--- config.mk ---
export PLATFORM = sky130hd
export DESIGN_NAME = basic_token_scanner_unit_flat
export DESIGN_NICKNAME = d
export VERILOG_FILES = /design/src/rtl/bts_pkg.sv /design/src/rtl/bts_channels.sv /design/src/rtl/bts_scan_core.sv /design/src/rtl/basic_token_scanner_unit.sv /design/src/flat_wrapper.sv
export VERILOG_INCLUDE_DIRS = /design/src /design/src/rtl
export SDC_FILE = /design/constraint.sdc
export NUM_CORES = 1
export LEC_CHECK = 0
export BUFFER_PORTS_ARGS = -buffer_cell sky130_fd_sc_hd__buf_4
export CAP_MARGIN = 20
export CELL_PAD_IN_SITES_DETAIL_PLACEMENT = 0
export CELL_PAD_IN_SITES_GLOBAL_PLACEMENT = 1
export CORE_MARGIN = 1
export CORE_UTILIZATION = 30
export DETAILED_ROUTE_END_ITERATION = 7
export MAX_ROUTING_LAYER = met4
export PLACE_DENSITY_LB_ADDON = 0.1
export SLEW_MARGIN = 20
export SYNTH_ARGS = -nofsm -noshare
export SYNTH_HDL_FRONTEND = slang
export SYNTH_SLANG_ARGS = --single-unit
export TNS_END_PERCENT = 1
--- constraint.sdc ---
create_clock -name clock -period 4.75 [get_ports clock]
set_input_delay 0.95 -clock clock [delete_from_list [all_inputs] [get_ports clock]]
set_output_delay 0.95 -clock clock [all_outputs]
set_load 0.1 [all_outputs]
--- src/rtl/basic_token_scanner_unit_macros.svh ---
// Assertion macros shared by the token scanner RTL files.
`ifndef BASIC_TOKEN_SCANNER_UNIT_MACROS_SVH
`define BASIC_TOKEN_SCANNER_UNIT_MACROS_SVH

`ifndef SYNTHESIS

// Same-cycle implication, checked on every clock edge outside reset.
`define BTS_ASSERT_IMPLY(label, ante, cons) \
   label: assert property (@(posedge clock) disable iff (reset) (ante) |-> (cons)) \
      else $error("token scanner check failed");

// Next-cycle implication, checked on every clock edge outside reset.
`define BTS_ASSERT_NEXT(label, ante, cons) \
   label: assert property (@(posedge clock) disable iff (reset) (ante) |=> (cons)) \
      else $error("token scanner check failed");

`else

`define BTS_ASSERT_IMPLY(label, ante, cons)
`define BTS_ASSERT_NEXT(label, ante, cons)

`endif

`endif

--- src/rtl/bts_pkg.sv ---
// Shared types, codes and constants of the token scanner.
`default_nettype none

package bts_pkg;

   // Text limits
   localparam int TEXT_BUFFER_SIZE = 256;
   localparam logic [7:0] TEXT_LIMIT = 8'(TEXT_BUFFER_SIZE - 2);

   // Input event kinds
   localparam logic [1:0] KIND_CHAR = 2'd0;
   localparam logic [1:0] KIND_EOL  = 2'd1;
   localparam logic [1:0] KIND_EOF  = 2'd2;
   localparam logic [1:0] KIND_NONE = 2'd3;

   // Token kinds
   localparam logic [3:0] TK_INT     = 4'd0;
   localparam logic [3:0] TK_DEC     = 4'd1;
   localparam logic [3:0] TK_NAMECH  = 4'd2;
   localparam logic [3:0] TK_STRCH   = 4'd3;
   localparam logic [3:0] TK_LPAREN  = 4'd4;
   localparam logic [3:0] TK_RPAREN  = 4'd5;
   localparam logic [3:0] TK_PLUS    = 4'd6;
   localparam logic [3:0] TK_MINUS   = 4'd7;
   localparam logic [3:0] TK_STAR    = 4'd8;
   localparam logic [3:0] TK_SLASH   = 4'd9;
   localparam logic [3:0] TK_EQUAL   = 4'd10;
   localparam logic [3:0] TK_EOL     = 4'd11;
   localparam logic [3:0] TK_EOF     = 4'd12;
   localparam logic [3:0] TK_ERR     = 4'd13;
   localparam logic [3:0] TK_STREND  = 4'd14;
   localparam logic [3:0] TK_NAMEEND = 4'd15;

   // Error codes
   localparam logic [2:0] ERR_NONE       = 3'd0;
   localparam logic [2:0] ERR_NUMBER     = 3'd1;
   localparam logic [2:0] ERR_TOO_LONG   = 3'd2;
   localparam logic [2:0] ERR_UNTERM_STR = 3'd3;
   localparam logic [2:0] ERR_SYNTAX     = 3'd4;

   // Character codes
   localparam logic [7:0] CH_SPACE  = 8'd32;
   localparam logic [7:0] CH_TAB    = 8'd9;
   localparam logic [7:0] CH_CR     = 8'd13;
   localparam logic [7:0] CH_QUOTE  = 8'd34;
   localparam logic [7:0] CH_LPAREN = 8'd40;
   localparam logic [7:0] CH_RPAREN = 8'd41;
   localparam logic [7:0] CH_STAR   = 8'd42;
   localparam logic [7:0] CH_PLUS   = 8'd43;
   localparam logic [7:0] CH_MINUS  = 8'd45;
   localparam logic [7:0] CH_DOT    = 8'd46;
   localparam logic [7:0] CH_SLASH  = 8'd47;
   localparam logic [7:0] CH_ZERO   = 8'd48;
   localparam logic [7:0] CH_NINE   = 8'd57;
   localparam logic [7:0] CH_EQUAL  = 8'd61;
   localparam logic [7:0] CH_UPPER_A = 8'd65;
   localparam logic [7:0] CH_UPPER_Z = 8'd90;
   localparam logic [7:0] CH_LOWER_A = 8'd97;
   localparam logic [7:0] CH_LOWER_Z = 8'd122;

   // One result transaction
   typedef struct packed {
      logic [3:0]  token_kind;
      logic [31:0] mantissa;
      logic [7:0]  fraction_digits;
      logic [7:0]  text_char;
      logic [2:0]  error_code;
   } result_type;

   // Results produced by one input transaction, in order
   typedef struct packed {
      logic [1:0] count;
      result_type first;
      result_type second;
   } batch_type;

   function automatic result_type make_result(input logic [3:0] tk,
                                              input logic [31:0] mant,
                                              input logic [7:0] frac,
                                              input logic [7:0] tc,
                                              input logic [2:0] err);
      result_type r;
      r.token_kind      = tk;
      r.mantissa        = mant;
      r.fraction_digits = frac;
      r.text_char       = tc;
      r.error_code      = err;
      return r;
   endfunction

endpackage

`default_nettype wire

--- src/rtl/bts_channels.sv ---
// Valid/ready channel interfaces for scanner requests and responses.
`default_nettype none

interface bts_req_if;
   logic       valid;
   logic       ready;
   logic [1:0] kind;
   logic [7:0] ch;

   modport source(output valid, output kind, output ch, input ready);
   modport sink(input valid, input kind, input ch, output ready);
endinterface

interface bts_rsp_if;
   logic        valid;
   logic        ready;
   logic [3:0]  token_kind;
   logic [31:0] mantissa;
   logic [7:0]  fraction_digits;
   logic [7:0]  text_char;
   logic [2:0]  error_code;

   modport source(output valid, output token_kind, output mantissa,
                  output fraction_digits, output text_char, output error_code,
                  input ready);
   modport sink(input valid, input token_kind, input mantissa,
                input fraction_digits, input text_char, input error_code,
                output ready);
endinterface

`default_nettype wire

--- src/rtl/bts_scan_core.sv ---
// Scanner state machine: mode, number accumulator, text length, result decode.
`default_nettype none
`include "basic_token_scanner_unit_macros.svh"

module bts_scan_core (
   input  wire logic              clock,
   input  wire logic              reset,
   input  wire logic              step,
   input  wire logic [1:0]        kind,
   input  wire logic [7:0]        ch,
   output bts_pkg::batch_type     batch
);

   typedef enum logic [2:0] {
      M_IDLE,
      M_INT,
      M_FRAC,
      M_NAME,
      M_STR
   } mode_type;

   mode_type    mode_ff, mode_in;
   logic [31:0] acc_ff, acc_in;
   logic [7:0]  frac_ff, frac_in;
   logic [7:0]  len_ff, len_in;

   // Character classes
   logic is_char, is_digit, is_alpha, is_space;
   assign is_char  = (kind == bts_pkg::KIND_CHAR);
   assign is_digit = (ch >= bts_pkg::CH_ZERO) && (ch <= bts_pkg::CH_NINE);
   assign is_alpha = ((ch >= bts_pkg::CH_UPPER_A) && (ch <= bts_pkg::CH_UPPER_Z)) ||
                     ((ch >= bts_pkg::CH_LOWER_A) && (ch <= bts_pkg::CH_LOWER_Z));
   assign is_space = (ch == bts_pkg::CH_SPACE) ||
                     ((ch >= bts_pkg::CH_TAB) && (ch <= bts_pkg::CH_CR));

   // acc * 10 + digit, saturating at all ones
   logic [35:0] acc_prod;
   logic [31:0] acc_sat;
   assign acc_prod = ({4'd0, acc_ff} << 3) + ({4'd0, acc_ff} << 1) + {32'd0, ch[3:0]};
   assign acc_sat  = (acc_prod[35:32] != 4'd0) ? 32'hFFFF_FFFF : acc_prod[31:0];

   // What an item does when it meets the scanner in idle
   logic                 idle_emit;
   bts_pkg::result_type  idle_res;
   logic                 idle_num, idle_name, idle_str;
   always_comb begin
      idle_emit = 1'b0;
      idle_res  = '0;
      idle_num  = 1'b0;
      idle_name = 1'b0;
      idle_str  = 1'b0;
      if (kind == bts_pkg::KIND_EOL) begin
         idle_emit = 1'b1;
         idle_res  = bts_pkg::make_result(bts_pkg::TK_EOL, '0, '0, '0, bts_pkg::ERR_NONE);
      end else if (kind == bts_pkg::KIND_EOF) begin
         idle_emit = 1'b1;
         idle_res  = bts_pkg::make_result(bts_pkg::TK_EOF, '0, '0, '0, bts_pkg::ERR_NONE);
      end else if (is_char && !is_space) begin
         if (is_digit) begin
            idle_num = 1'b1;
         end else if (is_alpha) begin
            idle_name = 1'b1;
            idle_emit = 1'b1;
            idle_res  = bts_pkg::make_result(bts_pkg::TK_NAMECH, '0, '0, ch,
                                             bts_pkg::ERR_NONE);
         end else if (ch == bts_pkg::CH_QUOTE) begin
            idle_str = 1'b1;
         end else begin
            idle_emit = 1'b1;
            idle_res  = bts_pkg::make_result(bts_pkg::TK_ERR, '0, '0, '0,
                                             bts_pkg::ERR_SYNTAX);
            case (ch)
               bts_pkg::CH_LPAREN: idle_res.token_kind = bts_pkg::TK_LPAREN;
               bts_pkg::CH_RPAREN: idle_res.token_kind = bts_pkg::TK_RPAREN;
               bts_pkg::CH_PLUS:   idle_res.token_kind = bts_pkg::TK_PLUS;
               bts_pkg::CH_MINUS:  idle_res.token_kind = bts_pkg::TK_MINUS;
               bts_pkg::CH_STAR:   idle_res.token_kind = bts_pkg::TK_STAR;
               bts_pkg::CH_SLASH:  idle_res.token_kind = bts_pkg::TK_SLASH;
               bts_pkg::CH_EQUAL:  idle_res.token_kind = bts_pkg::TK_EQUAL;
               default:            idle_res.token_kind = bts_pkg::TK_ERR;
            endcase
            if (idle_res.token_kind != bts_pkg::TK_ERR) begin
               idle_res.error_code = bts_pkg::ERR_NONE;
            end
         end
      end
   end

   // Mode-specific handling; items that end a token fall through to idle
   logic                pre_valid, use_idle;
   bts_pkg::result_type pre;
   always_comb begin
      mode_in   = mode_ff;
      acc_in    = acc_ff;
      frac_in   = frac_ff;
      len_in    = len_ff;
      pre_valid = 1'b0;
      use_idle  = 1'b0;
      pre       = '0;
      batch     = '0;
      if (kind != bts_pkg::KIND_NONE) begin
         case (mode_ff)
            M_INT: begin
               if (is_char && is_digit) begin
                  acc_in = acc_sat;
               end else if (is_char && ch == bts_pkg::CH_DOT) begin
                  mode_in = M_FRAC;
                  frac_in = '0;
               end else begin
                  pre_valid = 1'b1;
                  use_idle  = 1'b1;
                  pre = bts_pkg::make_result(bts_pkg::TK_INT, acc_ff, '0, '0,
                                             bts_pkg::ERR_NONE);
               end
            end
            M_FRAC: begin
               if (is_char && is_digit) begin
                  acc_in = acc_sat;
                  if (frac_ff != 8'hFF) begin
                     frac_in = frac_ff + 8'd1;
                  end
               end else if (is_char && ch == bts_pkg::CH_DOT) begin
                  mode_in   = M_IDLE;
                  pre_valid = 1'b1;
                  pre = bts_pkg::make_result(bts_pkg::TK_ERR, '0, '0, '0,
                                             bts_pkg::ERR_NUMBER);
               end else begin
                  pre_valid = 1'b1;
                  use_idle  = 1'b1;
                  pre = bts_pkg::make_result(bts_pkg::TK_DEC, acc_ff, frac_ff, '0,
                                             bts_pkg::ERR_NONE);
               end
            end
            M_NAME: begin
               pre_valid = 1'b1;
               if (is_char && (is_alpha || is_digit)) begin
                  if (len_ff >= bts_pkg::TEXT_LIMIT) begin
                     mode_in = M_IDLE;
                     pre = bts_pkg::make_result(bts_pkg::TK_ERR, '0, '0, '0,
                                                bts_pkg::ERR_TOO_LONG);
                  end else begin
                     len_in = len_ff + 8'd1;
                     pre = bts_pkg::make_result(bts_pkg::TK_NAMECH, '0, '0, ch,
                                                bts_pkg::ERR_NONE);
                  end
               end else begin
                  use_idle = 1'b1;
                  pre = bts_pkg::make_result(bts_pkg::TK_NAMEEND, '0, '0, '0,
                                             bts_pkg::ERR_NONE);
               end
            end
            M_STR: begin
               pre_valid = 1'b1;
               if (!is_char) begin
                  mode_in = M_IDLE;
                  pre = bts_pkg::make_result(bts_pkg::TK_ERR, '0, '0, '0,
                                             bts_pkg::ERR_UNTERM_STR);
               end else if (ch == bts_pkg::CH_QUOTE) begin
                  mode_in = M_IDLE;
                  pre = bts_pkg::make_result(bts_pkg::TK_STREND, '0, '0, '0,
                                             bts_pkg::ERR_NONE);
               end else if (len_ff >= bts_pkg::TEXT_LIMIT) begin
                  mode_in = M_IDLE;
                  pre = bts_pkg::make_result(bts_pkg::TK_ERR, '0, '0, '0,
                                             bts_pkg::ERR_TOO_LONG);
               end else begin
                  len_in = len_ff + 8'd1;
                  pre = bts_pkg::make_result(bts_pkg::TK_STRCH, '0, '0, ch,
                                             bts_pkg::ERR_NONE);
               end
            end
            default: begin
               use_idle = 1'b1;
            end
         endcase

         // Apply the idle handling and order the results
         if (use_idle) begin
            mode_in = M_IDLE;
            if (idle_num) begin
               mode_in = M_INT;
               acc_in  = {28'd0, ch[3:0]};
               frac_in = '0;
            end
            if (idle_name) begin
               mode_in = M_NAME;
               len_in  = 8'd1;
            end
            if (idle_str) begin
               mode_in = M_STR;
               len_in  = '0;
            end
            batch.count = {1'b0, pre_valid} + {1'b0, idle_emit};
            if (pre_valid) begin
               batch.first  = pre;
               batch.second = idle_res;
            end else begin
               batch.first  = idle_res;
            end
         end else begin
            batch.count = {1'b0, pre_valid};
            batch.first = pre;
         end
      end
   end

   // State registers
   always_ff @(posedge clock) begin
      if (reset) begin
         mode_ff <= M_IDLE;
         acc_ff  <= '0;
         frac_ff <= '0;
         len_ff  <= '0;
      end else if (step) begin
         mode_ff <= mode_in;
         acc_ff  <= acc_in;
         frac_ff <= frac_in;
         len_ff  <= len_in;
      end
   end

   // Checks
   `BTS_ASSERT_IMPLY(a_text_len_bound, (mode_ff == M_NAME || mode_ff == M_STR), (len_ff <= bts_pkg::TEXT_LIMIT))
   `BTS_ASSERT_NEXT(a_digit_starts_int, (step && mode_ff == M_IDLE && is_char && is_digit), (mode_ff == M_INT))

endmodule

`default_nettype wire

--- src/rtl/basic_token_scanner_unit.sv ---
// Top level of the token scanner: input register, scan core, result queue.
//
//   channel   | dir | transaction payload
//   ----------+-----+---------------------------------------------------------
//   req_chan  | in  | kind, ch: one character, end-of-line or end-of-file
//   rsp_chan  | out | token_kind, mantissa, fraction_digits, text_char,
//             |     | error_code: one token, text character or error
//
// One request transaction enters per cycle while req_chan.ready is high. It
// is held in the input register and decoded from there, and its zero, one
// or two responses land in a three-entry queue. An item that yields two
// responses (a number or name closed by a token) takes two queue entries.
// The queue holds the decode stage while it has two or more entries, which
// backs up into req_chan.ready. Synchronous reset returns the scanner to idle
// and empties the queue.
`default_nettype none
`include "basic_token_scanner_unit_macros.svh"

module basic_token_scanner_unit (
   input  wire logic   clock,
   input  wire logic   reset,
   bts_req_if.sink     req_chan,
   bts_rsp_if.source   rsp_chan
);

   // Input register
   logic       in_valid_ff, in_valid_in;
   logic [1:0] in_kind_ff;
   logic [7:0] in_ch_ff;

   // Result queue
   bts_pkg::result_type q_ff [3];
   logic [1:0] head_ff, head_in;
   logic [1:0] count_ff, count_in;

   logic                advance;
   logic                req_take;
   logic                pop;
   logic [1:0]          push_count;
   logic [1:0]          tail0, tail1;
   bts_pkg::batch_type  batch;

   function automatic logic [1:0] wrap3(input logic [1:0] a, input logic [1:0] b);
      logic [2:0] s;
      s = {1'b0, a} + {1'b0, b};
      if (s >= 3'd3) begin
         s = s - 3'd3;
      end
      return s[1:0];
   endfunction

   // Handshakes
   assign advance        = in_valid_ff && (count_ff <= 2'd1);
   assign req_chan.ready = !in_valid_ff || advance;
   assign req_take       = req_chan.valid && req_chan.ready;
   assign rsp_chan.valid = (count_ff != 2'd0);
   assign pop            = rsp_chan.valid && rsp_chan.ready;

   // Decode
   bts_scan_core u_core (
      .clock (clock),
      .reset (reset),
      .step  (advance),
      .kind  (in_kind_ff),
      .ch    (in_ch_ff),
      .batch (batch)
   );

   // Queue pointers
   assign push_count  = advance ? batch.count : 2'd0;
   assign tail0       = wrap3(head_ff, count_ff);
   assign tail1       = wrap3(tail0, 2'd1);
   assign head_in     = pop ? wrap3(head_ff, 2'd1) : head_ff;
   assign count_in    = count_ff + push_count - {1'b0, pop};
   assign in_valid_in = req_take ? 1'b1 : (advance ? 1'b0 : in_valid_ff);

   // Response payload from the queue head
   assign rsp_chan.token_kind      = q_ff[head_ff].token_kind;
   assign rsp_chan.mantissa        = q_ff[head_ff].mantissa;
   assign rsp_chan.fraction_digits = q_ff[head_ff].fraction_digits;
   assign rsp_chan.text_char       = q_ff[head_ff].text_char;
   assign rsp_chan.error_code      = q_ff[head_ff].error_code;

   // Control registers
   always_ff @(posedge clock) begin
      if (reset) begin
         in_valid_ff <= 1'b0;
         head_ff     <= '0;
         count_ff    <= '0;
      end else begin
         in_valid_ff <= in_valid_in;
         head_ff     <= head_in;
         count_ff    <= count_in;
      end
   end

   // Payload registers
   always_ff @(posedge clock) begin
      if (req_take) begin
         in_kind_ff <= req_chan.kind;
         in_ch_ff   <= req_chan.ch;
      end
      if (push_count != 2'd0) begin
         q_ff[tail0] <= batch.first;
      end
      if (push_count == 2'd2) begin
         q_ff[tail1] <= batch.second;
      end
   end

   // Checks
   `BTS_ASSERT_IMPLY(a_ignored_kind_silent, (advance && in_kind_ff == bts_pkg::KIND_NONE), (push_count == 2'd0))
   `BTS_ASSERT_NEXT(a_pop_drains, (pop && push_count == 2'd0), (count_ff == $past(count_ff) - 2'd1))
   `BTS_ASSERT_IMPLY(a_two_need_room, (push_count == 2'd2), (count_ff <= 2'd1))

endmodule

`default_nettype wire
--- src/flat_wrapper.sv ---
// flat-port wrapper written by rule: the top's interface ports become plain ports
module basic_token_scanner_unit_flat 
  (clock, reset, req_chan_valid, req_chan_kind, req_chan_ch, req_chan_ready, rsp_chan_valid, rsp_chan_token_kind, rsp_chan_mantissa, rsp_chan_fraction_digits, rsp_chan_text_char, rsp_chan_error_code, rsp_chan_ready);
  bts_req_if req_chan_i ();
  bts_rsp_if rsp_chan_i ();
  input  wire logic clock;
  input  wire logic reset;
  input wire logic [$bits(req_chan_i.valid)-1:0] req_chan_valid;
  input wire logic [$bits(req_chan_i.kind)-1:0] req_chan_kind;
  input wire logic [$bits(req_chan_i.ch)-1:0] req_chan_ch;
  output wire logic [$bits(req_chan_i.ready)-1:0] req_chan_ready;
  output wire logic [$bits(rsp_chan_i.valid)-1:0] rsp_chan_valid;
  output wire logic [$bits(rsp_chan_i.token_kind)-1:0] rsp_chan_token_kind;
  output wire logic [$bits(rsp_chan_i.mantissa)-1:0] rsp_chan_mantissa;
  output wire logic [$bits(rsp_chan_i.fraction_digits)-1:0] rsp_chan_fraction_digits;
  output wire logic [$bits(rsp_chan_i.text_char)-1:0] rsp_chan_text_char;
  output wire logic [$bits(rsp_chan_i.error_code)-1:0] rsp_chan_error_code;
  input wire logic [$bits(rsp_chan_i.ready)-1:0] rsp_chan_ready;
  assign req_chan_i.valid = req_chan_valid;
  assign req_chan_i.kind = req_chan_kind;
  assign req_chan_i.ch = req_chan_ch;
  assign req_chan_ready = req_chan_i.ready;
  assign rsp_chan_valid = rsp_chan_i.valid;
  assign rsp_chan_token_kind = rsp_chan_i.token_kind;
  assign rsp_chan_mantissa = rsp_chan_i.mantissa;
  assign rsp_chan_fraction_digits = rsp_chan_i.fraction_digits;
  assign rsp_chan_text_char = rsp_chan_i.text_char;
  assign rsp_chan_error_code = rsp_chan_i.error_code;
  assign rsp_chan_i.ready = rsp_chan_ready;
  basic_token_scanner_unit u_core (.clock(clock), .reset(reset), .req_chan(req_chan_i), .rsp_chan(rsp_chan_i));
endmodule
==> metrics.md, run 1 <==
| Metric | Value |
|---|---|
| WS Path Type | flop to flop |
| DRT antenna net count | 0 |
| Rel. slew slack | 31.3% |
| Worst-Skew Late Latency | 560 ps |
| Status | finished clean |
| First-pass GRT wire length | 72,600 um |
| Most frequent CP cell | fa_1 |
| Top cells by count, synth | 276 x nand2_1, 216 x a21oi_1, 184 x dfxtp_1, 162 x nand3_1, 121 x o21ai_0 |
| Post-synth EDFFs | 49 |
| Top area cells in the synthesized netlist | dfxtp_1 27%, edfxtp_1 11%, a21oi_1 7.8% |
| Area of the core | 45,400 um^2 |
| Top_reg_cell synth | dfxtp_1 |
| # DRC | 0 |
| CTS H-tree depth | 1 |
| Synth Instances | approximately 1,700 |
| #FFs+latches synth | 233 |
| Total track usage | 20.3% |
| Data arrival time at the worst-slack endpoint | 4650 ps |
| Synth Net Count | between 1,500 and 2,000 |
| WL/cell | 20.0 um |
| Cells along the critical path | fa_1 > inv_1 > fa_1 > nand2b_1 > a21o_1 > a311oi_2 > buf_4 > a41oi_2 > and4_4 > nor3_2 > or4b_4 > nor2_1 > a21oi_1 |
| Area occupied by registers | around 5200 um^2 |
| RSZ-0062 raised after global routing | false |
| Synth warn | 0 |
| Die area | 46,900 um^2 |
| GPL Wtd Cong | 0.822 |
| Largest net degree at the start of global routing | 111 |
| Number of CTS-inserted buffers | 29 |
| Slowest stage delay, CP | a little over 600 ps |
| # IOs | 71 |
| Die width | 217 um |
| Vias in the first global route | between 10,000 and 15,000 |
| Starting density of the core | between 30% and 40% |
| Post-synthesis cell type count | 88 |
| Placement Setup Slack | 517 ps |
| Cell Pwr Density | 369 nW/um^2 |
| Hold Path Class | flop to flop |
| Avg Inst Size Synth | 8.14 um^2 |
| Post-synthesis cell area | 13,800 um^2 |
| Setup tns final | 0 ps |
| Hold Vio Cnt, Final | 0 |
| Post-CTS setup buffer count | 0 |
| Fraction of layout cells with a size suffix above 1 | between 10% and 20% |
| Number of max-cap violations | 0 |
| Skew final | about 10 ps |
| Ys async rst share | 0% |
| Clk buf depth | 3 |
| Endpoints failing setup | 0 |
| Vias/cell | between 5 and 6 |
| Share of the synthesized area in the top cell type | 26.7% |
| Crit end category | flop |
| TritonCTS clock tree | yes |
| Iter 0 DRT Violations | 830 |
| Die height | about 220 um |
| Clock-pin slew on the worst setup and hold paths | 60 ps |
| Setup WS post-layout | 507 ps |
| Critical Path RT | 5160 ps |
| Slowest-stage cell, CP | or4b_4 |
| Number of clock sinks | 233 |
| Layout area overhead | 15.7% |
| Total Routed Length | 46,800 um |
| Sequential area share after synthesis | 37.3% |
| Worst-path maximum fanout | 12 |
| Placed wire-length estimate | 32,100 um |
| VDD IR max | between 300 and 400 uV |
| Post-cts sizing count | 0 |
| Hold buffer count at CTS | 0 |
| Lkg Pwr | ~5.8 nW |
| # fillers | 4,759 |
| Multi-input gate area | 8070 um^2 |
| Diode count | 0 |
| Clock root buffer | clkbuf_16 |
| # rows | 78 |
| Post-layout min period | between 4000 and 5000 ps |
| Antenna violations before repair | 0 |
| Fin nets | 1,814 |
| Period utilization | 89.3% |
| Worst Setup Start Kind | flop |
| Fmax | 236 MHz |
| PortBufs | 70 |
| Grt ovf | 0 |
| Most frequent cell after synthesis | nand2_1 |
| Pre-antenna DRT Iters | 7 |
| Worst-margin pin slew | 1030 ps |
| Post-synth top area cell | dfxtp_1 |
| DR vias | 12,526 |
| Max Slew Vio Count | 0 |
==> logic make-up after synthesis <==
logic type / after synthesis / synth area share (%)
fa+ha+maj: 80 / 7.39
flops: 233 / 37.3
simple gates: 652 / 22.2
compound gates: 496 / 22.2
xor+xnor: 31 / 1.96
mux: 60 / 4.35
buf+inv: 145 / 4.58
==> critical path, delay by kind of cell (launching register included) <==
kind,cells,cell delay [ps]
buf+inv,2,250
fa+ha+maj,2,1030
flops,1,380
compound gates,4,720
simple gates,5,1710
==> cells in the final DEF (no fill, tap or decap), types with 7 or more instances in the layout <==
master and n:
o21ai_0 121, and2_2 8, inv_1 29, o211ai_1 7
nor3_1 35, edfxtp_1 49, nand2_1 273, clkbuf_1 7
clkbuf_16 29, dfxtp_1 182, xnor2_1 20, and3_1 9
a22o_1 18, a21oi_1 216, and4_1 7, nand3_1 162
ha_1 76, mux2i_1 59, nand2b_1 13, a21o_1 12
and2_1 14, xor2_1 11, a31oi_1 9, buf_12 8
a211oi_1 24, o31ai_1 9, buf_4 100, nand4_1 8
nor2b_1 14, nor2_1 67
==> through the flow <==
stage | hold WS (ps) | instances | total power [mW] | instance area [um^2] | utilization, %
after floorplan | 436 | 1697 | 3.27 | 13800 | -
after global placement | 441 | 2289 | 3.70 | 15000 | 33.1
after detailed placement | 446 | 2289 | 3.70 | 15000 | 33.1
after CTS | 454 | 2342 | 5.97 | 16000 | 35.2
after global routing | 473 | 2343 | 6.15 | 16000 | 35.2
final | 453 | 2343 | 5.90 | 16000 | 35.2
==> registers in the layout, indices dropped and copies added, names as in the netlist, 3 cells and up, named ones only <==
signal	cells
u_core.q_ff	165
u_core.in_ch_ff	8
u_core.u_core.mode_ff	3
u_core.u_core.frac_ff	8
u_core.u_core.acc_ff	32
u_core.u_core.len_ff	8
==> power breakdown <==
part	leakage, nW	internal (mW)	switching, mW
Clock	0.475	1.36	0.888
Combinational	3.38	0.370	1.03
Sequential	1.93	2.12	0.129
==> final timing paths <==
kind / startpoint / end / slack [ps] / cells after the start
min reg2reg: u_core.q_ff[0][38] / u_core.q_ff[0][38] / 450 / 2
max reg2reg: u_core.u_core.acc_ff[0] / u_core.u_core.acc_ff[29] / 510 / 13
max: u_core.u_core.acc_ff[0] / u_core.u_core.acc_ff[29] / 510 / 13
min: u_core.q_ff[0][38] / u_core.q_ff[0][38] / 450 / 2
==> metal layers <==
layer	global-route usage [%]	wire length (um)	share of wire, %
met5	-	0	0
met4	4.30	728	1.6
met3	2.19	1770	3.8
met2	30.5	20500	44
met1	29.1	23900	51
==> cell type report <==
type / count / area share [%]
Multi-Input combinational cell: 1319 / 50.5
Sequential cell: 233 / 32.3
Timing Repair Buffer: 109 / 5.87
Clock buffer: 41 / 5.13
Tap cell: 600 / 4.69
Clock inverter: 12 / 0.876
Inverter: 29 / 0.681
No activity file was read; power rests on OpenSTA's default activity.
==> run 2: changes to the inputs <==
CORE_ASPECT_RATIO = 0.8   (was default)
GPL_TIMING_DRIVEN = 0   (was default)
==> metrics.md, run 2 (same netlist as run 1, synthesis figures left out) <==
| Metric | Value |
|---|---|
| DR vias | 12,980 (+3.6%) |
| Fraction of layout cells with a size suffix above 1 | 11.1% (-1.2 points) |
| Max Slew Vio Count | 0 (unchanged) |
| Buf+Inv Stages, Crit Path | 2 (unchanged) |
| WS Path Type | flop to flop |
| Data arrival time at the worst-slack endpoint | 4950 ps (+300 ps) |
| Worst-margin pin slew | 998 ps (-32.7 ps) |
| Total track usage | 21.6% (+1.3 points) |
| Most frequent CP cell | a21o_1 |
| Most frequent cells in the layout | 273 x nand2_1, 216 x a21oi_1, 184 x dfxtp_1, 162 x nand3_1, 120 x o21ai_0 |
| Die width | 242 um (+12%) |
| Critical Path RT | 4960 ps (-200 ps) |
| Slowest stage delay, CP | 580 ps (-30 ps) |
| Largest net degree at the start of global routing | 16 (-86%) |
| # rows | 69 (-12%) |
| Iter 0 DRT Violations | 935 (+13%) |
| Cell Pwr Density | 364 nW/um^2 (-1.3%) |
| DRT antenna net count | 0 (unchanged) |
| Reg2reg end | u_core.q_ff[0][53] |
| Max reg flops | 165 (unchanged) |
| RSZ-0062 raised after global routing | true |
| Layout Cells excl Fill | 2,422 (+3.4%) |
| Placed wire-length estimate | 37,400 um (+16%) |
| Clock root buffer | clkbuf_16 |
| TritonCTS clock tree | yes |
| Fmax | 211 MHz (-11%) |
| Logic pwr share | 25.9% (+2.2 points) |
| Fin nets | 1,891 (+4.2%) |
| Worst-path maximum fanout | 13 (+1) |
| Post-layout min period | 4750 ps (+503 ps) |
| Grt ovf | 0 (unchanged) |
| Slowest-stage cell, CP | clkbuf_1 |
| Number of CTS-inserted buffers | 28 (-3.4%) |
| Placement Setup Slack | -222 ps (-740 ps) |
| Hold Crit Depth | 2 (unchanged) |
| Most common cell after layout, fill and taps aside | nand2_1 |
| Area of the core | 44,900 um^2 (-1.1%) |
| Setup WS post-layout | 3.35 ps (-503 ps) |
| Starting density of the core | 30.8% (+0.33 points) |
| Die height | 194 um (-10%) |
| # IOs | 71 (unchanged) |
| Period utilization | 99.9% (+11 points) |
| Die area | 46,900 um^2 (about the same) |
| Internal | 3.74 mW (-2.8%) |
| Critical Path Source | u_core.in_ch_ff[3] |
| Final core occ | 35.8% (+0.52 points) |
| Hold buffer count at CTS | 0 (unchanged) |
| Lkg Pwr | 5.82 nW (+0.67%) |
| Skew final | 17.6 ps (+7.63 ps) |
| Hold Vio Cnt, Final | 0 (unchanged) |
| Delay-heaviest family, CP | simple AND/OR/NAND/NOR gates |
| Inst Count DP | 2,370 (+3.5%) |
| WHS Endpoint | u_core.q_ff[0][34] |
| Total Routed Length | 50,200 um (+7.3%) |
| # DRC | 0 (unchanged) |
| R2R cell count | 11 (-2) |
| Net Sw Frac | 36.0% (+1.3 points) |
| Cells along the critical path | buf_2 > or4bb_1 > a21o_1 > a311oi_1 > nor3_1 > a21o_1 > ha_1 > o31a_1 > nand2_1 > clkbuf_1 > nand2_2 |
| Number of max-cap violations | 0 (unchanged) |
| Worst Setup Start Kind | flop |
| Number of clock sinks | 233 (unchanged) |
| Crit end category | flop |
| Diode count | 0 (unchanged) |
| Worst r2r src | u_core.in_ch_ff[3] |
| First-pass GRT wire length | 76,600 um (+5.4%) |
| Vias in the first global route | 12,091 (+0.38%) |
| CP Depth | 11 (-2) |
| CTS H-tree depth | 1 (unchanged) |
| Hold Path Class | flop to flop |
| Clock-pin slew on the worst setup and hold paths | 60 ps (about the same) |
| Hold Startpoint | u_core.q_ff[0][34] |
| Clk buf depth | 3 (unchanged) |
| Setup tns final | 0 ps (unchanged) |
| Rel. slew slack | 33.5% (+2.2 points) |
| Sequential share of power | 37.1% (-1.1 points) |
| Sw Pwr | 2.10 mW (+2.7%) |
| Most flop-heavy register | u_core.q_ff |
| Antenna violations before repair | 0 (unchanged) |
| Pre-antenna DRT Iters | 5 (-2) |
| Layout area overhead | 16.2% |
| GPL Wtd Cong | 0.856 (+4.1%) |
| Worst-Skew Late Latency | 580 ps (+20 ps) |
| Endpoints failing setup | 0 (unchanged) |
| Clock network fraction of total power | 37.0% (-1.1 points) |
| PortBufs | 70 (unchanged) |
| Worst hold slack | 452 ps (-0.780 ps) |
| WL/cell | 20.7 um (+3.8%) |
| Status | finished clean |
| Vias/cell | 5.36 (+0.24%) |
| Regs by FF count | u_core.q_ff x165, u_core.u_core.acc_ff x32 |
| R2r setup slk | 3 ps (-500 ps) |
| VDD IR max | 270 uV (-11%) |
[run 2: how the worst max path moves through the flow]
stage / slack, ps / endpoint
after detailed placement: -220 / u_core.q_ff[1][4]
after global placement: -270 / u_core.q_ff[2][5]
after global routing: -150 / u_core.q_ff[0][54]
after CTS: 9 / u_core.q_ff[2][53]
after floorplan: 420 / rsp_chan_error_code[0]
final: 3 / u_core.q_ff[0][53]
[run 2: metrics by stage]
stage	area (um^2)	total power [mW]
final	16100	5.84
after global routing	16100	6.07
after CTS	16000	5.91
after detailed placement	15100	3.72
after global placement	15100	3.72
after floorplan	13800	3.27
[run 2: power groups by stage]
stage          Combinational (mW)  Clock (mW)  Sequential (mW)
3_5_place_dp                 1.51           0             2.21
6_report                     1.51        2.16             2.17
4_1_cts                      1.52        2.22             2.17
2_1_floorplan                1.08           0             2.19
3_3_place_gp                 1.51           0             2.21
5_1_grt                      1.60        2.29             2.18
[run 2: area by class of cell]
cell class / instances / area, um^2
plain buffers: 116 / 526
well taps: 603 / 754
repair buffers: 71 / 533
inverters: 29 / 109
multi-input cells: 1319 / 8050
clock inverters: 7 / 85.1
flip-flops and latches: 233 / 5150
fillers: 4790 / 28800
clock buffers: 44 / 838
[run 2: repair_timing]
item	CTS	global route
setup endpoints to repair	39	49
setup buffers	0	0
endpoints found under the hold margin	0	0
gates resized for setup	3	4
[run 2: worst reg2reg max path, stage by stage (launching register included)]
cell      delay [ps]
edfxtp_1         530
buf_2            360
or4bb_1          420
a21o_1           170
a311oi_1         390
nor3_1           160
a21o_1           190
ha_1             310
o31a_1           410
nand2_1          430
clkbuf_1         580
nand2_2          440
[run 2: routing by layer]
metal	vias up	wire length [um]	GRT usage [%]
met5	-	0	-
met4	0	1010	4.36
met3	59	2540	2.59
met2	313	20100	29.8
met1	6249	26600	33.1
li1	6359	-	-
==> run 3: changes to the inputs <==
clock period = 3.82 ns   (was 4.75 ns; I/O delays follow)
==> metrics.md, run 3 (same netlist as run 1, synthesis figures left out) <==
| Metric | Value |
|---|---|
| Worst Setup Start Kind | flop |
| Diode count | 0 (unchanged) |
| PortBufs | 70 (unchanged) |
| Clock root buffer | clkbuf_16 |
| Design area | 16,700 um^2 (+4.0%) |
| Antenna violations before repair | 0 (unchanged) |
| R2r setup slk | -310 ps (-310 ps) |
| Die width | 242 um (unchanged) |
| CTS H-tree depth | 1 (unchanged) |
| Setup tns final | -7850 ps (-7850 ps) |
| WL/cell | 20.8 um (+0.36%) |
| Max Slew Vio Count | 0 (unchanged) |
| Fmax | 242 MHz (+15%) |
| Total track usage | 21.9% (+0.26 points) |
| Failing checks | negative setup slack |
| Hold Crit Depth | 1 (-1) |
| DR vias | 13,168 (+1.4%) |
| Fin nets | 1,913 (+1.2%) |
| Clk buf depth | 3 (unchanged) |
| # rows | 69 (unchanged) |
| Lkg Pwr | 6.21 nW (+6.7%) |
| Endpoints failing setup | 32 (+32) |
| Worst-margin pin slew | 1060 ps (+65.7 ps) |
| Setup WS post-layout | -309 ps (-312 ps) |
| Most flop-heavy register | u_core.q_ff |
| Number of clock sinks | 233 (unchanged) |
| Status | finished, violations left |
| # fillers | 4,736 (-1.1%) |
| Placed Instance Area | 15,100 um^2 (unchanged) |
| Clock-pin slew on the worst setup and hold paths | 60 ps (about the same) |
| DRT antenna net count | 0 (unchanged) |
| TritonCTS clock tree | yes |
| First-pass GRT wire length | 77,100 um (+0.74%) |
| Post-layout min period | 4130 ps (-618 ps) |
| R2R cell count | 14 (+3) |
| Period utilization | 108% (+8.2 points) |
| Max reg flops | 165 (unchanged) |
| Number of CTS-inserted buffers | 28 (unchanged) |
| WHS Endpoint | u_core.in_ch_ff[1] |
| Most frequent cells in the layout | 267 x nand2_1, 214 x a21oi_1, 182 x dfxtp_1, 162 x nand3_1, 113 x o21ai_0 |
| Regs by FF count | u_core.q_ff x165, u_core.u_core.acc_ff x32 |
| Most common cell after layout, fill and taps aside | nand2_1 |
| Starting density of the core | 30.8% (unchanged) |
| VDD IR max | 281 uV (+4.3%) |
| Critical Path RT | 4260 ps (-700 ps) |
| Final core occ | 37.2% (+1.4 points) |
| Worst-Skew Late Latency | 570 ps (about the same) |
| Vias in the first global route | 12,309 (+1.8%) |
| Total Routed Length | 50,900 um (+1.3%) |
| Placed wire-length estimate | 37,300 um (-0.29%) |
| Reg2reg end | u_core.u_core.acc_ff[20] |
| Die area | 46,900 um^2 (unchanged) |
| Cell Pwr Density | 448 nW/um^2 (+23%) |
| Pre-antenna DRT Iters | 5 (unchanged) |
| Design Power | 7.48 mW (+28%) |
| # DRC | 0 (unchanged) |
| Vias/cell | 5.39 (+0.49%) |
| Area of the core | 44,900 um^2 (unchanged) |
| Number of max-cap violations | 0 (unchanged) |
| RSZ-0062 raised after global routing | true |
| WS Path Type | flop to flop |
| Worst-path maximum fanout | 7 (-6) |
| Largest net degree at the start of global routing | 15 (-1) |
| Layout area overhead | 20.8% |
| Iter 0 DRT Violations | 990 (+5.9%) |
| Hold Vio Cnt, Final | 0 (unchanged) |
| Crit end category | flop |
| Rel. slew slack | 28.8% (-4.7 points) |
| Hold Path Class | input port to flop |
| GPL Wtd Cong | 0.855 (about the same) |
| Die height | 194 um (unchanged) |
| Data arrival time at the worst-slack endpoint | 4570 ps (-380 ps) |
| Hold buffer count at CTS | 0 (unchanged) |
| Skew final | 12.4 ps (-5.14 ps) |
| # IOs | 71 (unchanged) |
| Hold Startpoint | req_chan_ch[1] |
| Worst r2r src | u_core.in_ch_ff[3] |
| Fraction of layout cells with a size suffix above 1 | 16.1% (+5.0 points) |
| Grt ovf | 0 (unchanged) |
| Worst hold slack | 375 ps (-77.4 ps) |
-- run 3: cell types whose count changed in the layout (fill, tap and decap cells not counted), moves of 5 or more --
cell | previous run | this run
nor3_4 | 0 | 5
buf_4 | 77 | 98
clkbuf_1 | 70 | 52
nand2_1 | 273 | 267
buf_1 | 17 | 8
buf_2 | 24 | 29
nor2_1 | 67 | 62
o21ai_0 | 120 | 113
clkbuf_2 | 2 | 14
nand2_4 | 0 | 5
a211oi_1 | 24 | 12
a211oi_2 | 1 | 13
-- run 3: where the power goes --
part / internal, mW / leakage, nW / switching [mW]
sequential: 2.63 / 1.93 / 0.0628
clock: 1.71 / 0.483 / 1.12
combinational: 0.488 / 3.80 / 1.47
total: 4.83 / 6.21 / 2.65
-- run 3: worst max path at each step --
stage / start / endpoint / cells past startpoint
after floorplan: flop / rsp_chan_error_code[1] / 4
after global placement: u_core.in_ch_ff[3] / u_core.q_ff[1][5] / 11
after detailed placement: u_core.in_ch_ff[3] / u_core.q_ff[1][5] / 11
after CTS: u_core.in_ch_ff[3] / u_core.u_core.acc_ff[19] / 14
after global routing: u_core.in_ch_ff[3] / u_core.u_core.acc_ff[15] / 15
final: u_core.in_ch_ff[3] / u_core.u_core.acc_ff[20] / 14
-- run 3: stage by stage --
step	worst slack [ps]	std cells
2_1_floorplan	-320	1697
5_1_grt	-422	2445
3_5_place_dp	-1200	2370
4_1_cts	-273	2435
6_report	-309	2445
3_3_place_gp	-1170	2370
-- run 3: cell type report --
class	count	area [um^2]	area share, %
multi-input cells	1320	8350	50.1
flip-flops and latches	233	5160	30.9
clock buffers	38	788	4.72
repair buffers	93	762	4.57
well taps	603	754	4.52
plain buffers	115	583	3.49
clock inverters	14	180	1.08
inverters	29	109	0.652
-- run 3: worst max-delay path: stages (launching register included) --
cell	delay, ps
edfxtp_1	520
fa_1	570
inv_1	60
fa_2	350
nand2b_4	150
a21o_1	200
a311oi_4	400
buf_4	190
a41o_4	240
a21oi_2	80
mux2i_1	140
or4b_4	600
buf_6	160
nor2_4	240
a21oi_1	110
-- run 3: layer usage --
layer	wire length [um]	global-route usage (%)	vias to the layer above
met5	0	-	-
met4	1220	5.16	0
met3	2170	2.70	66
met2	20800	30.5	291
met1	26700	32.9	6388
li1	-	-	6423
-- run 3: timing repair --
action	in CTS	in global routing
cloned	3	0
setup buffers	11	10
endpoints found under the setup margin	247	238
pin swaps	42	14
resized for setup	84	36
hold endpoints to repair	0	0
